`src/hw/rtl/gcdf_pkg.sv`:
```
// Package for the gateway command deframer: payload structs, parser codes,
// controller/datapath command and status types, and the identifier reply.
// No dependencies; every other file in hw/rtl uses it.
package gcdf_pkg;

    // Width of a frame length field as carried on the stream (two bytes).
    localparam int LEN_W = 16;
    // Number of significant bits a frame length may have (8 to 16).
    localparam int LENGTH_BITS = 16;
    // Largest length the length counter can hold.
    localparam logic [LEN_W-1:0] LEN_CAP = LEN_W'((32'd1 << LENGTH_BITS) - 32'd1);
    // Reset value of the max_frame_len register.
    localparam logic [LEN_W-1:0] MAX_LEN_RESET = LEN_W'(8000);

    // Command bytes.
    localparam logic [7:0] CMD_IDENT = 8'h48;
    localparam logic [7:0] CMD_KEEP  = 8'h4B;
    localparam logic [7:0] CMD_SEND  = 8'h53;

    // Identifier reply sent for an identify command.
    localparam int REPLY_LEN = 10;
    localparam int REPLY_IDX_W = $clog2(REPLY_LEN);

    // Character of the identifier reply at a given position.
    function automatic logic [7:0] reply_char(input logic [REPLY_IDX_W-1:0] idx);
        logic [7:0] ch;
        case (idx)
            REPLY_IDX_W'(0): ch = 8'h48;
            REPLY_IDX_W'(1): ch = 8'h48;
            REPLY_IDX_W'(2): ch = 8'h4D;
            REPLY_IDX_W'(3): ch = 8'h2D;
            REPLY_IDX_W'(4): ch = 8'h55;
            REPLY_IDX_W'(5): ch = 8'h53;
            REPLY_IDX_W'(6): ch = 8'h42;
            REPLY_IDX_W'(7): ch = 8'h2D;
            REPLY_IDX_W'(8): ch = 8'h49;
            REPLY_IDX_W'(9): ch = 8'h46;
            default:         ch = 8'h00;
        endcase
        return ch;
    endfunction

    // Result routes.
    typedef enum logic [1:0] {
        ROUTE_REPLY   = 2'd0,
        ROUTE_PAYLOAD = 2'd1,
        ROUTE_ABORT   = 2'd2
    } t_route;

    // Parser phases.
    typedef enum logic [1:0] {
        PH_IDLE     = 2'd0,
        PH_LEN_HIGH = 2'd1,
        PH_LEN_LOW  = 2'd2,
        PH_PAYLOAD  = 2'd3
    } t_phase;

    // Input request kinds.
    localparam logic KIND_BYTE = 1'b0;
    localparam logic KIND_END  = 1'b1;

    // One input request.
    typedef struct packed {
        logic       kind;
        logic [7:0] in_byte;
    } t_in_item;

    // One result.
    typedef struct packed {
        t_route     out_route;
        logic [7:0] out_byte;
        logic       out_last;
        logic       out_empty;
    } t_out_item;

    // What the datapath makes of the byte it is currently looking at.
    typedef enum logic [1:0] {
        ACT_NONE,
        ACT_EMIT,
        ACT_REPLY,
        ACT_RESYNC
    } t_action;

    // Source of the byte fed to the parser.
    typedef enum logic [1:0] {
        SRC_IN,
        SRC_HI,
        SRC_LO
    } t_src;

    // Controller states.
    typedef enum logic [2:0] {
        ST_RUN,
        ST_HI,
        ST_LO,
        ST_REPLY_RUN,
        ST_REPLY_LO
    } t_state;

    // Controller to datapath.
    typedef struct packed {
        logic exec;
        t_src src;
        logic reply_step;
    } t_cmd;

    // Datapath to controller.
    typedef struct packed {
        logic    slot_free;
        t_action action;
        logic    reply_last;
    } t_status;

endpackage

```
`src/hw/rtl/gcdf_datapath.sv`:
```
// Datapath of the gateway command deframer: parser state, length limit
// register, replay bytes, reply counter and the output register.
// Depends on gcdf_pkg.
module gcdf_datapath (
    input  logic                    i_clk,
    input  logic                    i_rst_n,
    input  gcdf_pkg::t_in_item      i_in_data,
    input  logic                    i_cfg_we,
    input  logic [gcdf_pkg::LEN_W-1:0] i_cfg_wdata,
    input  logic                    i_out_stall,
    input  gcdf_pkg::t_cmd          i_cmd,
    output gcdf_pkg::t_status       o_status,
    output logic                    o_out_valid,
    output gcdf_pkg::t_out_item     o_out_data
);

    gcdf_pkg::t_phase                      r_phase, n_phase;
    logic [7:0]                            r_len_high, n_len_high;
    logic [gcdf_pkg::LENGTH_BITS-1:0]      r_bytes_left, n_bytes_left;
    logic [gcdf_pkg::LEN_W-1:0]            r_max_len;
    logic [7:0]                            r_replay_hi, n_replay_hi;
    logic [7:0]                            r_replay_lo, n_replay_lo;
    logic [gcdf_pkg::REPLY_IDX_W-1:0]      r_reply_idx, n_reply_idx;
    logic                                  r_out_valid, n_out_valid;
    gcdf_pkg::t_out_item                   r_out, n_out;

    logic [7:0]                 cur_byte;
    logic                       is_end;
    logic [gcdf_pkg::LEN_W-1:0] frame_len;
    logic [gcdf_pkg::LEN_W-1:0] limit;
    gcdf_pkg::t_action          action;
    gcdf_pkg::t_out_item        exec_item;
    gcdf_pkg::t_out_item        reply_item;
    logic                       slot_free;
    logic                       load;

    // Byte under inspection and the effective length limit.
    always_comb begin
        case (i_cmd.src)
            gcdf_pkg::SRC_HI: cur_byte = r_replay_hi;
            gcdf_pkg::SRC_LO: cur_byte = r_replay_lo;
            default:          cur_byte = i_in_data.in_byte;
        endcase
        is_end    = (i_cmd.src == gcdf_pkg::SRC_IN) && (i_in_data.kind == gcdf_pkg::KIND_END);
        frame_len = {r_len_high, cur_byte};
        limit     = (r_max_len < gcdf_pkg::LEN_CAP) ? r_max_len : gcdf_pkg::LEN_CAP;
    end

    // Parser step for one byte or session end.
    always_comb begin
        n_phase      = r_phase;
        n_len_high   = r_len_high;
        n_bytes_left = r_bytes_left;
        n_replay_hi  = r_replay_hi;
        n_replay_lo  = r_replay_lo;
        n_reply_idx  = r_reply_idx;
        action       = gcdf_pkg::ACT_NONE;
        exec_item    = '0;
        if (is_end) begin
            if (r_phase == gcdf_pkg::PH_PAYLOAD) begin
                action              = gcdf_pkg::ACT_EMIT;
                exec_item.out_route = gcdf_pkg::ROUTE_ABORT;
            end
            n_phase      = gcdf_pkg::PH_IDLE;
            n_len_high   = '0;
            n_bytes_left = '0;
        end else begin
            case (r_phase)
                gcdf_pkg::PH_PAYLOAD: begin
                    action              = gcdf_pkg::ACT_EMIT;
                    exec_item.out_route = gcdf_pkg::ROUTE_PAYLOAD;
                    exec_item.out_byte  = cur_byte;
                    if (r_bytes_left <= gcdf_pkg::LENGTH_BITS'(1)) begin
                        exec_item.out_last = 1'b1;
                        n_bytes_left       = '0;
                        n_phase            = gcdf_pkg::PH_IDLE;
                    end else begin
                        n_bytes_left = r_bytes_left - gcdf_pkg::LENGTH_BITS'(1);
                    end
                end
                gcdf_pkg::PH_LEN_LOW: begin
                    n_len_high = '0;
                    if (frame_len > limit) begin
                        // Oversized length: drop the send command, replay both length bytes.
                        action      = gcdf_pkg::ACT_RESYNC;
                        n_replay_hi = r_len_high;
                        n_replay_lo = cur_byte;
                        n_phase     = gcdf_pkg::PH_IDLE;
                    end else if (frame_len == '0) begin
                        action              = gcdf_pkg::ACT_EMIT;
                        exec_item.out_route = gcdf_pkg::ROUTE_PAYLOAD;
                        exec_item.out_last  = 1'b1;
                        exec_item.out_empty = 1'b1;
                        n_phase             = gcdf_pkg::PH_IDLE;
                        n_bytes_left        = '0;
                    end else begin
                        n_bytes_left = frame_len[gcdf_pkg::LENGTH_BITS-1:0];
                        n_phase      = gcdf_pkg::PH_PAYLOAD;
                    end
                end
                gcdf_pkg::PH_LEN_HIGH: begin
                    n_len_high = cur_byte;
                    n_phase    = gcdf_pkg::PH_LEN_LOW;
                end
                gcdf_pkg::PH_IDLE: begin
                    if (cur_byte == gcdf_pkg::CMD_IDENT) begin
                        action              = gcdf_pkg::ACT_REPLY;
                        exec_item.out_route = gcdf_pkg::ROUTE_REPLY;
                        exec_item.out_byte  = gcdf_pkg::reply_char(gcdf_pkg::REPLY_IDX_W'(0));
                        n_reply_idx         = gcdf_pkg::REPLY_IDX_W'(1);
                    end else if (cur_byte == gcdf_pkg::CMD_KEEP) begin
                        action              = gcdf_pkg::ACT_EMIT;
                        exec_item.out_route = gcdf_pkg::ROUTE_REPLY;
                        exec_item.out_byte  = gcdf_pkg::CMD_KEEP;
                        exec_item.out_last  = 1'b1;
                    end else if (cur_byte == gcdf_pkg::CMD_SEND) begin
                        n_phase = gcdf_pkg::PH_LEN_HIGH;
                    end
                end
                default: begin
                    n_phase = gcdf_pkg::PH_IDLE;
                end
            endcase
        end
    end

    // Reply bytes after the first one come from the counter.
    always_comb begin
        reply_item           = '0;
        reply_item.out_route = gcdf_pkg::ROUTE_REPLY;
        reply_item.out_byte  = gcdf_pkg::reply_char(r_reply_idx);
        reply_item.out_last  = (r_reply_idx == gcdf_pkg::REPLY_IDX_W'(gcdf_pkg::REPLY_LEN - 1));
    end

    // Output register: holds one result until the receiver takes it.
    always_comb begin
        slot_free = !r_out_valid || !i_out_stall;
        load      = (i_cmd.exec && (action == gcdf_pkg::ACT_EMIT ||
                                    action == gcdf_pkg::ACT_REPLY)) || i_cmd.reply_step;
        n_out       = i_cmd.reply_step ? reply_item : exec_item;
        n_out_valid = load ? 1'b1 : (r_out_valid && i_out_stall);
    end

    always_ff @(posedge i_clk) begin
        if (!i_rst_n) begin
            r_phase      <= gcdf_pkg::PH_IDLE;
            r_len_high   <= '0;
            r_bytes_left <= '0;
            r_max_len    <= gcdf_pkg::MAX_LEN_RESET;
            r_out_valid  <= 1'b0;
        end else begin
            if (i_cmd.exec) begin
                r_phase      <= n_phase;
                r_len_high   <= n_len_high;
                r_bytes_left <= n_bytes_left;
            end
            if (i_cfg_we) begin
                r_max_len <= i_cfg_wdata;
            end
            r_out_valid <= n_out_valid;
        end
    end

    // Payload registers need no reset.
    always_ff @(posedge i_clk) begin
        if (i_cmd.exec) begin
            r_replay_hi <= n_replay_hi;
            r_replay_lo <= n_replay_lo;
        end
        if (i_cmd.exec && action == gcdf_pkg::ACT_REPLY) begin
            r_reply_idx <= n_reply_idx;
        end else if (i_cmd.reply_step) begin
            r_reply_idx <= r_reply_idx + gcdf_pkg::REPLY_IDX_W'(1);
        end
        if (load) begin
            r_out <= n_out;
        end
    end

    assign o_status.slot_free  = slot_free;
    assign o_status.action     = action;
    assign o_status.reply_last = reply_item.out_last;
    assign o_out_valid         = r_out_valid;
    assign o_out_data          = r_out;

endmodule

```
`src/hw/rtl/gcdf_ctrl.sv`:
```
// Controller of the gateway command deframer: sequences input bytes,
// replayed length bytes and identifier reply bursts.
// Depends on gcdf_pkg; drives gcdf_datapath through t_cmd.
module gcdf_ctrl (
    input  logic              i_clk,
    input  logic              i_rst_n,
    input  logic              i_in_valid,
    input  gcdf_pkg::t_status i_status,
    output gcdf_pkg::t_cmd    o_cmd,
    output logic              o_in_stall
);

    gcdf_pkg::t_state r_state, n_state;

    // Next state.
    always_comb begin
        n_state = r_state;
        case (r_state)
            gcdf_pkg::ST_RUN: begin
                if (i_in_valid && i_status.slot_free) begin
                    if (i_status.action == gcdf_pkg::ACT_REPLY) begin
                        n_state = gcdf_pkg::ST_REPLY_RUN;
                    end else if (i_status.action == gcdf_pkg::ACT_RESYNC) begin
                        n_state = gcdf_pkg::ST_HI;
                    end
                end
            end
            gcdf_pkg::ST_HI: begin
                if (i_status.slot_free) begin
                    n_state = (i_status.action == gcdf_pkg::ACT_REPLY) ?
                              gcdf_pkg::ST_REPLY_LO : gcdf_pkg::ST_LO;
                end
            end
            gcdf_pkg::ST_LO: begin
                if (i_status.slot_free) begin
                    n_state = (i_status.action == gcdf_pkg::ACT_REPLY) ?
                              gcdf_pkg::ST_REPLY_RUN : gcdf_pkg::ST_RUN;
                end
            end
            gcdf_pkg::ST_REPLY_RUN: begin
                if (i_status.slot_free && i_status.reply_last) begin
                    n_state = gcdf_pkg::ST_RUN;
                end
            end
            gcdf_pkg::ST_REPLY_LO: begin
                if (i_status.slot_free && i_status.reply_last) begin
                    n_state = gcdf_pkg::ST_LO;
                end
            end
            default: begin
                n_state = gcdf_pkg::ST_RUN;
            end
        endcase
    end

    // Commands to the datapath and input flow control.
    always_comb begin
        o_cmd.exec       = 1'b0;
        o_cmd.src        = gcdf_pkg::SRC_IN;
        o_cmd.reply_step = 1'b0;
        o_in_stall       = 1'b1;
        case (r_state)
            gcdf_pkg::ST_RUN: begin
                o_in_stall = !i_status.slot_free;
                o_cmd.exec = i_in_valid && i_status.slot_free;
            end
            gcdf_pkg::ST_HI: begin
                o_cmd.src  = gcdf_pkg::SRC_HI;
                o_cmd.exec = i_status.slot_free;
            end
            gcdf_pkg::ST_LO: begin
                o_cmd.src  = gcdf_pkg::SRC_LO;
                o_cmd.exec = i_status.slot_free;
            end
            gcdf_pkg::ST_REPLY_RUN, gcdf_pkg::ST_REPLY_LO: begin
                o_cmd.reply_step = i_status.slot_free;
            end
            default: begin
                o_in_stall = 1'b1;
            end
        endcase
    end

    always_ff @(posedge i_clk) begin
        if (!i_rst_n) begin
            r_state <= gcdf_pkg::ST_RUN;
        end else begin
            r_state <= n_state;
        end
    end

endmodule

```
`src/hw/rtl/gateway_command_deframer_top.sv`:
```
// Gateway command deframer: a request is parsed the cycle it is accepted and its first
// result appears in the output register in the next cycle. Payload, length, keepalive and
// skipped bytes free the input at once; a hello request holds the input while its other
// reply bytes are loaded, and an oversized length while both length bytes are replayed.
// One result leaves per cycle while the receiver does not stall.
// Reset is synchronous and active low: parser idle, limit 8000, output empty; no clearing pass.
module gateway_command_deframer_top (
    input  logic                       i_clk,
    input  logic                       i_rst_n,
    input  logic                       i_in_valid,
    output logic                       o_in_stall,
    input  gcdf_pkg::t_in_item         i_in_data,
    output logic                       o_out_valid,
    input  logic                       i_out_stall,
    output gcdf_pkg::t_out_item        o_out_data,
    input  logic                       i_cfg_we,
    input  logic [gcdf_pkg::LEN_W-1:0] i_cfg_wdata
);

    gcdf_pkg::t_cmd    cmd;
    gcdf_pkg::t_status status;

    // Sequencer.
    gcdf_ctrl u_ctrl (
        .i_clk      (i_clk),
        .i_rst_n    (i_rst_n),
        .i_in_valid (i_in_valid),
        .i_status   (status),
        .o_cmd      (cmd),
        .o_in_stall (o_in_stall)
    );

    // Parser state and output register.
    gcdf_datapath u_datapath (
        .i_clk       (i_clk),
        .i_rst_n     (i_rst_n),
        .i_in_data   (i_in_data),
        .i_cfg_we    (i_cfg_we),
        .i_cfg_wdata (i_cfg_wdata),
        .i_out_stall (i_out_stall),
        .i_cmd       (cmd),
        .o_status    (status),
        .o_out_valid (o_out_valid),
        .o_out_data  (o_out_data)
    );

endmodule

```
`config.mk`:
```
export PLATFORM = sky130hd
export DESIGN_NAME = gateway_command_deframer_top
export DESIGN_NICKNAME = d
export VERILOG_FILES = /design/src/hw/rtl/gcdf_pkg.sv /design/src/hw/rtl/gcdf_datapath.sv /design/src/hw/rtl/gcdf_ctrl.sv /design/src/hw/rtl/gateway_command_deframer_top.sv
export SDC_FILE = /design/constraint.sdc
export NUM_CORES = 1
export LEC_CHECK = 0
export BUFFER_PORTS_ARGS = -buffer_cell sky130_fd_sc_hd__buf_2
export CAP_MARGIN = 25
export CORE_ASPECT_RATIO = 0.6
export CORE_UTILIZATION = 40
export CTS_BUF_LIST = sky130_fd_sc_hd__clkbuf_4 sky130_fd_sc_hd__clkbuf_8
export DETAILED_ROUTE_END_ITERATION = 8
export PLACE_DENSITY = 0.59
export SLEW_MARGIN = 25
export SYNTH_ARGS = -nofsm -noshare
export SYNTH_HDL_FRONTEND = slang
export SYNTH_SLANG_ARGS = --single-unit
```
`constraint.sdc`:
```
create_clock -name i_clk -period 12.5 [get_ports i_clk]
set_clock_uncertainty 0.1 [all_clocks]
set_input_delay 0 -clock i_clk [delete_from_list [all_inputs] [get_ports i_clk]]
set_output_delay 0 -clock i_clk [all_outputs]
set_load 0.05 [all_outputs]
```
==> impl_metrics.env, run 1 <==
export IMPL_status="complete, no violations"
export IMPL_ctsHoldBuffers=24
export IMPL_rsz0062_at_grt="false"
export IMPL_maxCapViolations=0
export IMPL_grt_util_all_layers_pct=22.2
export IMPL_arrival_ns=6.54
export IMPL_critPathMaxFanout=17
export IMPL_r2r_setup_slack_ns=6.10
export IMPL_timing_critical_path_required_ns=12.64
export IMPL_overflow=0
export IMPL_startpoint="u_ctrl.r_state[0]$_SDFFE_PN0P_"
export IMPL_layout_setup_ws_ns=6.10
export IMPL_cts_tree="yes"
export IMPL_vdd_drop_max_uv=52.6
export IMPL_critPathKind="reg2reg"
export IMPL_power_switching_mw=0.184
export IMPL_root_buffer="clkbuf_8"
export IMPL_start_kind="flip-flop"
export IMPL_drt_iter0_markers=386
export IMPL_ys_async_sr_fraction_pct=0
export IMPL_synth_distinct_cells=70
export IMPL_cts_sinks=85
export IMPL_final_nets=675
export IMPL_grt_pass1_vias=4083
export IMPL_worstSetupEndpoint="u_datapath.reply_item[4]$_DFF_P_"
export IMPL_synth_edf_count=32
export IMPL_io_pins=44
export IMPL_post_cts_buffers=0
export IMPL_combPwrFrac_pct=19.4
export IMPL_gp_congestion=0.954
export IMPL_synthFlopType="dfxtp_1"
export IMPL_grt_pass1_wl_um=21900
export IMPL_clockBufferDepth=2
export IMPL_holdPathStages=3
export IMPL_post_route_min_period_ns=6.40
export IMPL_dp_cells=742
export IMPL_num_vias=4379
export IMPL_cts_resized=0
export IMPL_reg2reg_depth=23
export IMPL_numCtsBuffers=9
export IMPL_avgSynthCellArea_um2=8.92
export IMPL_start_util_pct=41.1
export IMPL_swShare_pct=28.3
export IMPL_fin_util_pct=47.6
export IMPL_final_area_mm2=0.00576
export IMPL_core_area_mm2=0.0121
export IMPL_rows=31
export IMPL_fill_cells=1188
export IMPL_syn2layout_area_growth_pct=15.8
export IMPL_leakagePower_nw=2.25
export IMPL_fmax_mhz=156
export IMPL_timing_rr_end="u_datapath.reply_item[4]$_DFF_P_"
export IMPL_place_worst_setup_slack_ns=6.27
export IMPL_synthesis_area_mm2=0.00498
export IMPL_pwr_share_seq_pct=46.3
export IMPL_h_tree_depth=3
export IMPL_grt_max_degree=30
export IMPL_cts_reportedPaths_clkPinSlew_ns=0.08
export IMPL_antennaDiodeCount=0
export IMPL_ys_ff_latch=85
export IMPL_yosysWarnings=0
export IMPL_fin_crit_sh_pct=51.2
export IMPL_worstMarginPinSlew_ns=0.831
export IMPL_dieArea_mm2=0.0129
export IMPL_drive_above_1_share_pct=15.4
export IMPL_hp_class="in2reg"
export IMPL_synthCells=558
export IMPL_route_antenna_remaining_nets=0
export IMPL_clk_latency_ns=0.37
export IMPL_fin_cells=782
export IMPL_internal_power_mw=0.466
export IMPL_placed_area_mm2=0.00529
export IMPL_syn_nets=621
export IMPL_wl_per_cell_um=17.3
export IMPL_die_h_um=88.4
export IMPL_synth_area_leaders="dfxtp_1 (21%), edfxtp_1 (19%), ha_1 (8.3%)"
export IMPL_vias_per_cell=5.60
export IMPL_p_clk_share_pct=34.3
export IMPL_drv_slew=0
export IMPL_slew_headroom_pct=44.1
export IMPL_dp_hpwl_um=10200
export IMPL_wl_um=13600
export IMPL_worst_setup_path_end_kind="flip-flop"
export IMPL_drcViolationCount=0
export IMPL_synth_top_area_share_pct=21.3
export IMPL_portBuffers=43
export IMPL_yosysSeqAreaShare_pct=40.6
export IMPL_p_per_area_mw_per_mm2=113
export IMPL_setup_tns_ns=0
export IMPL_fp_dieW_um=146
export IMPL_antenna_found_initial=0
export IMPL_hold_violations=0
export IMPL_first_pass_iters=5
export IMPL_rr_startpoint="u_ctrl.r_state[0]$_SDFFE_PN0P_"
export IMPL_setup_violations=0
export IMPL_synth_largest_area_cell="dfxtp_1"
## final cells by class
| class | count | area (um2) | area share, % |
|---|---|---|---|
| tap | 165 | 206 | 3.58 |
| clock buffer | 12 | 153 | 2.65 |
| multi-input combinational | 410 | 2700 | 46.9 |
| clock inverter | 4 | 73.8 | 1.28 |
| timing repair buffer | 68 | 463 | 8.04 |
| inverter | 38 | 143 | 2.48 |
| sequential | 85 | 2020 | 35.1 |
## worst max-delay path, cell delays in order (launching register included)
cell      delay [ns]
dfxtp_1         0.55
and2b_2         0.22
and2_1          0.17
inv_1           0.08
ha_1            0.71
nor2_1          0.11
a21oi_1         0.42
inv_1           0.18
ha_1            0.35
nand4b_1        0.12
nor4_1          0.06
mux2i_1         0.33
o311ai_2        0.25
a211oi_1        0.37
ha_1            0.46
inv_1           0.10
a211o_2         0.34
nand2_2         0.11
mux2_1          0.35
or2_1           0.30
ha_1            0.29
inv_1           0.04
o21ai_0         0.17
o31ai_1         0.08
## power by group through the flow
| stage | combinational (mW) | clock [mW] | sequential (mW) |
|---|---|---|---|
| floorplan | 0.0852 | 0 | 0.307 |
| global route | 0.141 | 0.238 | 0.303 |
| CTS | 0.124 | 0.229 | 0.301 |
| global placement | 0.117 | 0 | 0.307 |
| detailed placement | 0.118 | 0 | 0.307 |
| finish | 0.126 | 0.223 | 0.301 |
## stage by stage
stage | total power, mW | hold slack (ns)
final | 0.650 | 0.0433
after global routing | 0.682 | 0.0618
after CTS | 0.654 | 0.00844
after detailed placement | 0.425 | 0.129
after global placement | 0.424 | 0.122
after floorplan | 0.393 | 0.0304
## worst min path at each step
| stage | startpoint | end |
|---|---|---|
| 4_1_cts | i_in_data[0] | u_datapath.r_replay_lo[0]$_DFFE_PP_ |
| 6_report | i_in_data[0] | u_datapath.r_replay_lo[0]$_DFFE_PP_ |
| 3_3_place_gp | i_cfg_wdata[10] | u_datapath.r_max_len[10]$_SDFFE_PN1P_ |
| 3_5_place_dp | i_cfg_wdata[12] | u_datapath.r_max_len[12]$_SDFFE_PN1P_ |
| 5_1_grt | i_in_data[3] | u_datapath.r_replay_lo[3]$_DFFE_PP_ |
| 2_1_floorplan | i_cfg_wdata[10] | u_datapath.r_max_len[10]$_SDFFE_PN1P_ |
## cells in the mapped netlist, types with 4 or more instances
cell and count:
nand2_1 61, nor2_1 55, dfxtp_1 53, inv_1 37, a21oi_1 36, ha_1 33
o21ai_0 33, edfxtp_1 32, nor3_1 18, nand3_1 16, clkbuf_1 15, mux2i_1 13
a22oi_1 11, nor4_1 11, xnor2_1 10, nand4_1 7, o211ai_1 6, o2bb2ai_1 6
a21o_2 5, buf_2 5, o2111ai_1 5, o31ai_1 5, xor2_1 5, a211oi_1 4
a31oi_1 4, o21a_1 4, or3_1 4
## layout by cell type, fill, tap and decap left out, types with 3 or more instances in the layout
| master | netlist | final |
|---|---|---|
| a211oi_1 | 4 | 4 |
| a21o_2 | 5 | 5 |
| a21oi_1 | 36 | 36 |
| a21oi_2 | 3 | 3 |
| a22oi_1 | 11 | 11 |
| a31oi_1 | 4 | 4 |
| and2_1 | 3 | 3 |
| buf_2 | 5 | 43 |
| clkbuf_8 | 0 | 10 |
| dfxtp_1 | 53 | 53 |
| dlygate4sd3_1 | 0 | 24 |
| edfxtp_1 | 32 | 32 |
| ha_1 | 33 | 32 |
| inv_1 | 37 | 37 |
| mux2i_1 | 13 | 13 |
| nand2_1 | 61 | 61 |
| nand2b_1 | 3 | 3 |
| nand3_1 | 16 | 16 |
| nand4_1 | 7 | 7 |
| nor2_1 | 55 | 55 |
| nor3_1 | 18 | 17 |
| nor4_1 | 11 | 11 |
| o2111ai_1 | 5 | 5 |
| o211ai_1 | 6 | 6 |
| o21a_1 | 4 | 4 |
| o21ai_0 | 33 | 33 |
| o21ai_2 | 2 | 3 |
| o22ai_1 | 3 | 3 |
| o2bb2ai_1 | 6 | 6 |
| o31ai_1 | 5 | 5 |
| or3_1 | 4 | 4 |
| xnor2_1 | 10 | 10 |
| xor2_1 | 5 | 5 |
## registers in the layout (all words and copies together), names as in the netlist
register and count:
u_datapath.r_bytes_left 16, u_datapath.r_max_len 16, u_datapath.o_out_data 12, u_datapath.r_len_high 8, u_datapath.r_replay_hi 8, u_datapath.r_replay_lo 8
u_datapath.reply_item 7, u_datapath.r_reply_idx 4, u_ctrl.r_state 3, u_datapath.r_phase 2, u_datapath.o_out_valid 1
## layer usage
layer	vias to the layer above	global-route usage, %	part of all wire [%]
li1	2122	-	-
met1	2087	33.8	53
met2	161	30.6	39
met3	9	5.05	7.8
met4	0	6.63	0.94
met5	-	0	0
## logic make-up after synthesis
logic type | synth area share, %
AND/OR/NAND/NOR | 20.3
XOR/XNOR | 2.97
multiplexers | 3.07
AO/OA/AOI/OAI | 19.4
adder cells (fa/ha/maj) | 8.30
flip-flops | 40.6
buffers and inverters | 5.33
(Power assumes the default switching activity.)
==> run 2: changes to the inputs <==
--- a/config.mk
+++ b/config.mk
@@ -11,7 +11,7 @@
 export CORE_UTILIZATION = 40
 export CTS_BUF_LIST = sky130_fd_sc_hd__clkbuf_4 sky130_fd_sc_hd__clkbuf_8
 export DETAILED_ROUTE_END_ITERATION = 8
-export PLACE_DENSITY = 0.59
+export PLACE_DENSITY = 0.61
 export SLEW_MARGIN = 25
 export SYNTH_ARGS = -nofsm -noshare
 export SYNTH_HDL_FRONTEND = slang
==> constraint.sdc (replaced) <==
create_clock -name i_clk -period 5.2 [get_ports i_clk]
set_clock_uncertainty 0.1 [all_clocks]
set_input_delay 0 -clock i_clk [delete_from_list [all_inputs] [get_ports i_clk]]
set_output_delay 0 -clock i_clk [all_outputs]
set_load 0.05 [all_outputs]
==> run 2 against run 1 <==
Clock-buffer cell count unchanged. Wire length increased by 1.4%. First-iteration DRC count decreased by 31%. Setup slack got worse by 5.9 ns. Global-route usage decreased by 0.38 points. Critical endpoint unchanged.
==> impl_metrics.env, run 2 (synthesis gave the netlist of run 1 again) <==
export IMPL_grt_util_all_layers_pct=21.8
export IMPL_cts_reportedPaths_clkPinSlew_ns=0.09
export IMPL_arrival_ns=5.19
export IMPL_grt_pass1_vias=4118
export IMPL_critPathKind="reg2reg"
export IMPL_wl_um=13800
export IMPL_cts_sinks=85
export IMPL_drt_iter0_markers=266
export IMPL_antennaDiodeCount=0
export IMPL_fin_crit_sh_pct=96.3
export IMPL_root_buffer="clkbuf_8"
export IMPL_io_pins=44
export IMPL_worst_setup_path_end_kind="flip-flop"
export IMPL_drcViolationCount=0
export IMPL_num_vias=4510
export IMPL_h_tree_depth=3
export IMPL_critPathMaxFanout=8
export IMPL_vias_per_cell=5.55
export IMPL_timing_critical_path_required_ns=5.38
export IMPL_status="complete, no violations"
export IMPL_maxCapViolations=0
export IMPL_cts_tree="yes"
export IMPL_dp_hpwl_um=10300
export IMPL_worstMarginPinSlew_ns=0.965
export IMPL_leakagePower_nw=2.40
export IMPL_setup_tns_ns=0
export IMPL_hold_violations=0
export IMPL_power_mw=1.52
export IMPL_dieArea_mm2=0.0129
export IMPL_r2r_setup_slack_ns=0.19
export IMPL_die_h_um=88.4
export IMPL_numCtsBuffers=9
export IMPL_worstSetupEndpoint="u_datapath.reply_item[4]$_DFF_P_"
export IMPL_fp_dieW_um=146
export IMPL_vdd_drop_max_uv=178
export IMPL_start_util_pct=41.1
export IMPL_first_pass_iters=5
export IMPL_drv_slew=0
export IMPL_layout_common_cells="nand2_1 (60), nor2_1 (52), dfxtp_1 (51)"
export IMPL_final_nets=705
export IMPL_grt_max_degree=23
export IMPL_clockBufferDepth=2
export IMPL_post_route_min_period_ns=5.01
export IMPL_antenna_found_initial=0
export IMPL_start_kind="flip-flop"
export IMPL_hp_class="in2reg"
export IMPL_clk_latency_ns=0.37
export IMPL_portBuffers=43
export IMPL_drive_above_1_share_pct=23.2
export IMPL_rr_startpoint="u_ctrl.r_state[1]$_SDFFE_PN0P_"
export IMPL_setup_violations=0
export IMPL_timing_rr_end="u_datapath.reply_item[4]$_DFF_P_"
export IMPL_core_area_mm2=0.0121
export IMPL_wl_per_cell_um=16.9
export IMPL_reg2reg_depth=25
export IMPL_p_per_area_mw_per_mm2=249
export IMPL_overflow=0
export IMPL_grt_pass1_wl_um=21600
export IMPL_gp_congestion=0.910
export IMPL_slew_headroom_pct=35.2
export IMPL_syn2layout_area_growth_pct=22.3
export IMPL_startpoint="u_ctrl.r_state[1]$_SDFFE_PN0P_"
export IMPL_rows=31
export IMPL_fmax_mhz=200
export IMPL_route_antenna_remaining_nets=0
export IMPL_final_common_cell="nand2_1"
[run 2: area by class of cell]
cell class | instances | area, um2
clock inverters | 4 | 48.8
well taps | 165 | 206
repair buffers | 98 | 686
clock buffers | 12 | 146
inverters | 38 | 145
fillers | 1162 | 6010
multi-input cells | 410 | 2830
flip-flops and latches | 85 | 2020
[run 2: how the worst min path moves through the flow]
stage	from	to	slack, ns	cells past startpoint
after floorplan	i_cfg_wdata[10]	u_datapath.r_max_len[10]$_SDFFE_PN1P_	0.03	2
after global placement	i_cfg_wdata[10]	u_datapath.r_max_len[10]$_SDFFE_PN1P_	0.12	3
after detailed placement	i_cfg_wdata[11]	u_datapath.r_max_len[11]$_SDFFE_PN1P_	0.13	3
after CTS	i_in_data[7]	u_datapath.r_replay_lo[7]$_DFFE_PP_	0.02	4
after global routing	i_in_data[7]	u_datapath.r_replay_lo[7]$_DFFE_PP_	0.03	4
final	i_in_data[7]	u_datapath.r_replay_lo[7]$_DFFE_PP_	0.04	4
[run 2: routing by layer]
metal | GRT usage, % | routed length (um) | up-vias
met1 | 31.0 | 7000 | 2156
met3 | 8.04 | 1220 | 22
met4 | 5.97 | 138 | 0
met2 | 30.8 | 5390 | 154
met5 | 0 | 0 | -
li1 | - | - | 2178
[run 2: through the flow]
stage / utilization [%] / worst slack (ns) / hold slack (ns) / std cells / area (um2)
finish: 50.3 / 0.193 / 0.0385 / 812 / 6090
CTS: 48.6 / 0.0200 / 0.0225 / 803 / 5880
detailed placement: 45.1 / -0.0763 / 0.132 / 764 / 5450
floorplan: - / 0.0399 / 0.0304 / 558 / 4980
global route: 50.3 / -0.0675 / 0.0324 / 812 / 6090
global placement: 45.1 / 0.158 / 0.124 / 764 / 5450
[run 2: critical path: stages (launching register included)]
cell	delay [ns]
dfxtp_2	0.32
and2b_2	0.21
and2_4	0.18
inv_4	0.05
ha_4	0.31
nor2_1	0.06
a21o_2	0.19
inv_1	0.07
ha_1	0.25
nand4_1	0.14
buf_4	0.15
nor2_1	0.05
o31a_1	0.34
o311ai_4	0.37
a31oi_2	0.16
inv_1	0.09
ha_2	0.17
inv_1	0.05
a211o_4	0.30
nand2_4	0.09
mux2_4	0.31
or2_4	0.26
ha_1	0.28
inv_1	0.07
o21ai_0	0.08
o31ai_1	0.26
[run 2: report_power, final]
group / internal [mW] / switching [mW]
Clock: 0.238 / 0.239
Combinational: 0.128 / 0.187
Sequential: 0.705 / 0.0186
Total: 1.07 / 0.444
[run 2: timing repair]
action	CTS	global route
endpoints found under the setup margin	2	6
hold buffers	23	0
setup buffers	0	9
endpoints found under the hold margin	17	0
gates resized for setup	1	36
pin swaps	0	11
==> run 3: changes to the inputs <==
--- a/config.mk
+++ b/config.mk
@@ -5,13 +5,13 @@
 export SDC_FILE = /design/constraint.sdc
 export NUM_CORES = 1
 export LEC_CHECK = 0
-export BUFFER_PORTS_ARGS = -buffer_cell sky130_fd_sc_hd__buf_2
 export CAP_MARGIN = 25
 export CORE_ASPECT_RATIO = 0.6
 export CORE_UTILIZATION = 40
 export CTS_BUF_LIST = sky130_fd_sc_hd__clkbuf_4 sky130_fd_sc_hd__clkbuf_8
 export DETAILED_ROUTE_END_ITERATION = 8
-export PLACE_DENSITY = 0.61
+export DONT_BUFFER_PORTS = 1
+export PLACE_DENSITY = 0.58
 export SLEW_MARGIN = 25
 export SYNTH_ARGS = -nofsm -noshare
 export SYNTH_HDL_FRONTEND = slang
==> run 3 against run 2 <==
Wire length grew 3.4%. Sequential cell count is the same. Global-route usage grew 0.56 points. Highest routed layer unchanged. First-iteration DRC count grew 66%. Power grew 7.0%. Clock power grew 23%. Critical path type unchanged.
==> impl_metrics.env, run 3 (synthesis gave the netlist of run 1 again) <==
export IMPL_status="complete, no violations"
export IMPL_layout_common_cells="nand2_1 (61), nor2_1 (53), dfxtp_1 (51)"
export IMPL_final_common_cell="nand2_1"
export IMPL_cts_tree="yes"
export IMPL_r2r_setup_slack_ns=0.18
export IMPL_drive_above_1_share_pct=16.4
export IMPL_setup_violations=0
export IMPL_post_route_min_period_ns=5.02
export IMPL_grt_max_degree=27
export IMPL_fin_crit_sh_pct=96.6
export IMPL_start_util_pct=41.1
export IMPL_route_antenna_remaining_nets=0
export IMPL_final_nets=660
export IMPL_drv_slew=0
export IMPL_leakagePower_nw=2.26
export IMPL_wl_um=14200
export IMPL_num_vias=4323
export IMPL_root_buffer="clkbuf_8"
export IMPL_timing_critical_path_required_ns=5.39
export IMPL_h_tree_depth=3
export IMPL_p_per_area_mw_per_mm2=273
export IMPL_numCtsBuffers=9
export IMPL_start_kind="flip-flop"
export IMPL_multi_input_area_mm2=0.00283
export IMPL_final_area_mm2=0.00595
export IMPL_worstMarginPinSlew_ns=0.991
export IMPL_placed_area_mm2=0.00525
export IMPL_overflow=0
export IMPL_fill_cells=1108
export IMPL_fin_util_pct=49.2
export IMPL_cts_sinks=85
export IMPL_worst_setup_path_end_kind="flip-flop"
export IMPL_regArea_mm2=0.00202
export IMPL_layout_setup_ws_ns=0.176
export IMPL_setup_tns_ns=0
export IMPL_vias_per_cell=5.61
export IMPL_io_pins=44
export IMPL_cts_reportedPaths_clkPinSlew_ns=0.09
export IMPL_portBuffers=0
export IMPL_gp_congestion=0.899
export IMPL_drt_iter0_markers=441
export IMPL_critPathMaxFanout=9
export IMPL_first_pass_iters=5
export IMPL_wl_per_cell_um=18.5
export IMPL_slew_headroom_pct=33.5
export IMPL_vdd_drop_max_uv=138
export IMPL_critPathKind="reg2reg"
export IMPL_hp_class="in2reg"
export IMPL_fmax_mhz=199
export IMPL_antenna_found_initial=2
export IMPL_grt_pass1_vias=4010
export IMPL_core_area_mm2=0.0121
export IMPL_rows=31
export IMPL_grt_pass1_wl_um=22000
export IMPL_hold_slack_ns=0.0202
export IMPL_hold_violations=0
export IMPL_drcViolationCount=0
export IMPL_holdPathStages=3
export IMPL_place_worst_setup_slack_ns=-0.0169
export IMPL_clk_latency_ns=0.37
export IMPL_fp_dieW_um=146
export IMPL_grt_util_all_layers_pct=22.4
export IMPL_die_h_um=88.4
export IMPL_dp_hpwl_um=10400
export IMPL_reg2reg_depth=25
export IMPL_arrival_ns=5.21
export IMPL_maxCapViolations=0
export IMPL_syn2layout_area_growth_pct=19.6
export IMPL_dieArea_mm2=0.0129
export IMPL_clockBufferDepth=2
## run 3: cell types whose count changed in the layout (fill, tap and decap cells not counted), sizes merged
cell / change
dlygate4sd3: +2
clkinv: -2
inv: +1
diode: +3
buf: -48
bufinv: +2
## run 3: repair_timing
action / CTS / global route
pin swaps: 0 / 6
endpoints found under the setup margin: 1 / 6
setup buffers: 0 / 4
hold buffers: 25 / 0
resized for setup: 3 / 27
hold endpoints to repair: 34 / 0
cloned: 0 / 1
## run 3: power breakdown
part	leakage (nW)	internal, mW	switching, mW	total [mW]
clock	0.125	0.333	0.255	0.588
sequential	0.702	0.705	0.0240	0.729
combinational	1.43	0.121	0.185	0.306
## run 3: worst max-delay path: stages, from the launching register on
cell and delay [ns]:
dfxtp_2 0.33, and2b_2 0.21, and2_4 0.17, inv_4 0.07
ha_4 0.21, buf_12 0.14, nor2_1 0.10, a21o_2 0.11
inv_2 0.05, ha_1 0.30, nand4_1 0.14, buf_4 0.17
nor4_1 0.22, and4_2 0.31, o311ai_4 0.11, a211oi_2 0.28
ha_2 0.23, inv_1 0.04, a211o_4 0.30, nand2_4 0.09
mux2_4 0.31, or2_4 0.25, ha_1 0.27, inv_1 0.07
o21ai_0 0.09, o31ai_1 0.26
## run 3: metal layers
layer  up-vias  track usage, %  share of wire (%)
met5         -               0                  0
met4         0            5.21                1.0
met3        15            6.65                8.7
met2       159            30.4                 38
met1      2045            34.1                 52
li1       2104               -                  -
## run 3: path summary, 6_finish.rpt
| kind | start | to |
|---|---|---|
| max | u_ctrl.r_state[1]$_SDFFE_PN0P_ | u_datapath.reply_item[4]$_DFF_P_ |
| min | i_in_data[6] | u_datapath.r_replay_lo[6]$_DFFE_PP_ |
| max reg2reg | u_ctrl.r_state[1]$_SDFFE_PN0P_ | u_datapath.reply_item[4]$_DFF_P_ |
| min reg2reg | u_datapath.r_max_len[11]$_SDFFE_PN1P_ | u_datapath.r_max_len[11]$_SDFFE_PN1P_ |
## run 3: area by class of cell
type	instances	area share (%)
Inverter	38	2.44
Multi-Input combinational cell	410	47.5
Antenna cell	3	0.126
Tap cell	165	3.47
Sequential cell	85	34.0
Clock buffer	11	2.33
Timing Repair Buffer	53	8.30
Clock inverter	5	1.81
## run 3: metrics by stage
stage / std cells / total power [mW]
after floorplan: 558 / 0.944
after CTS: 762 / 1.62
final: 770 / 1.62
after detailed placement: 721 / 1.01
after global routing: 767 / 1.69
after global placement: 721 / 1.01
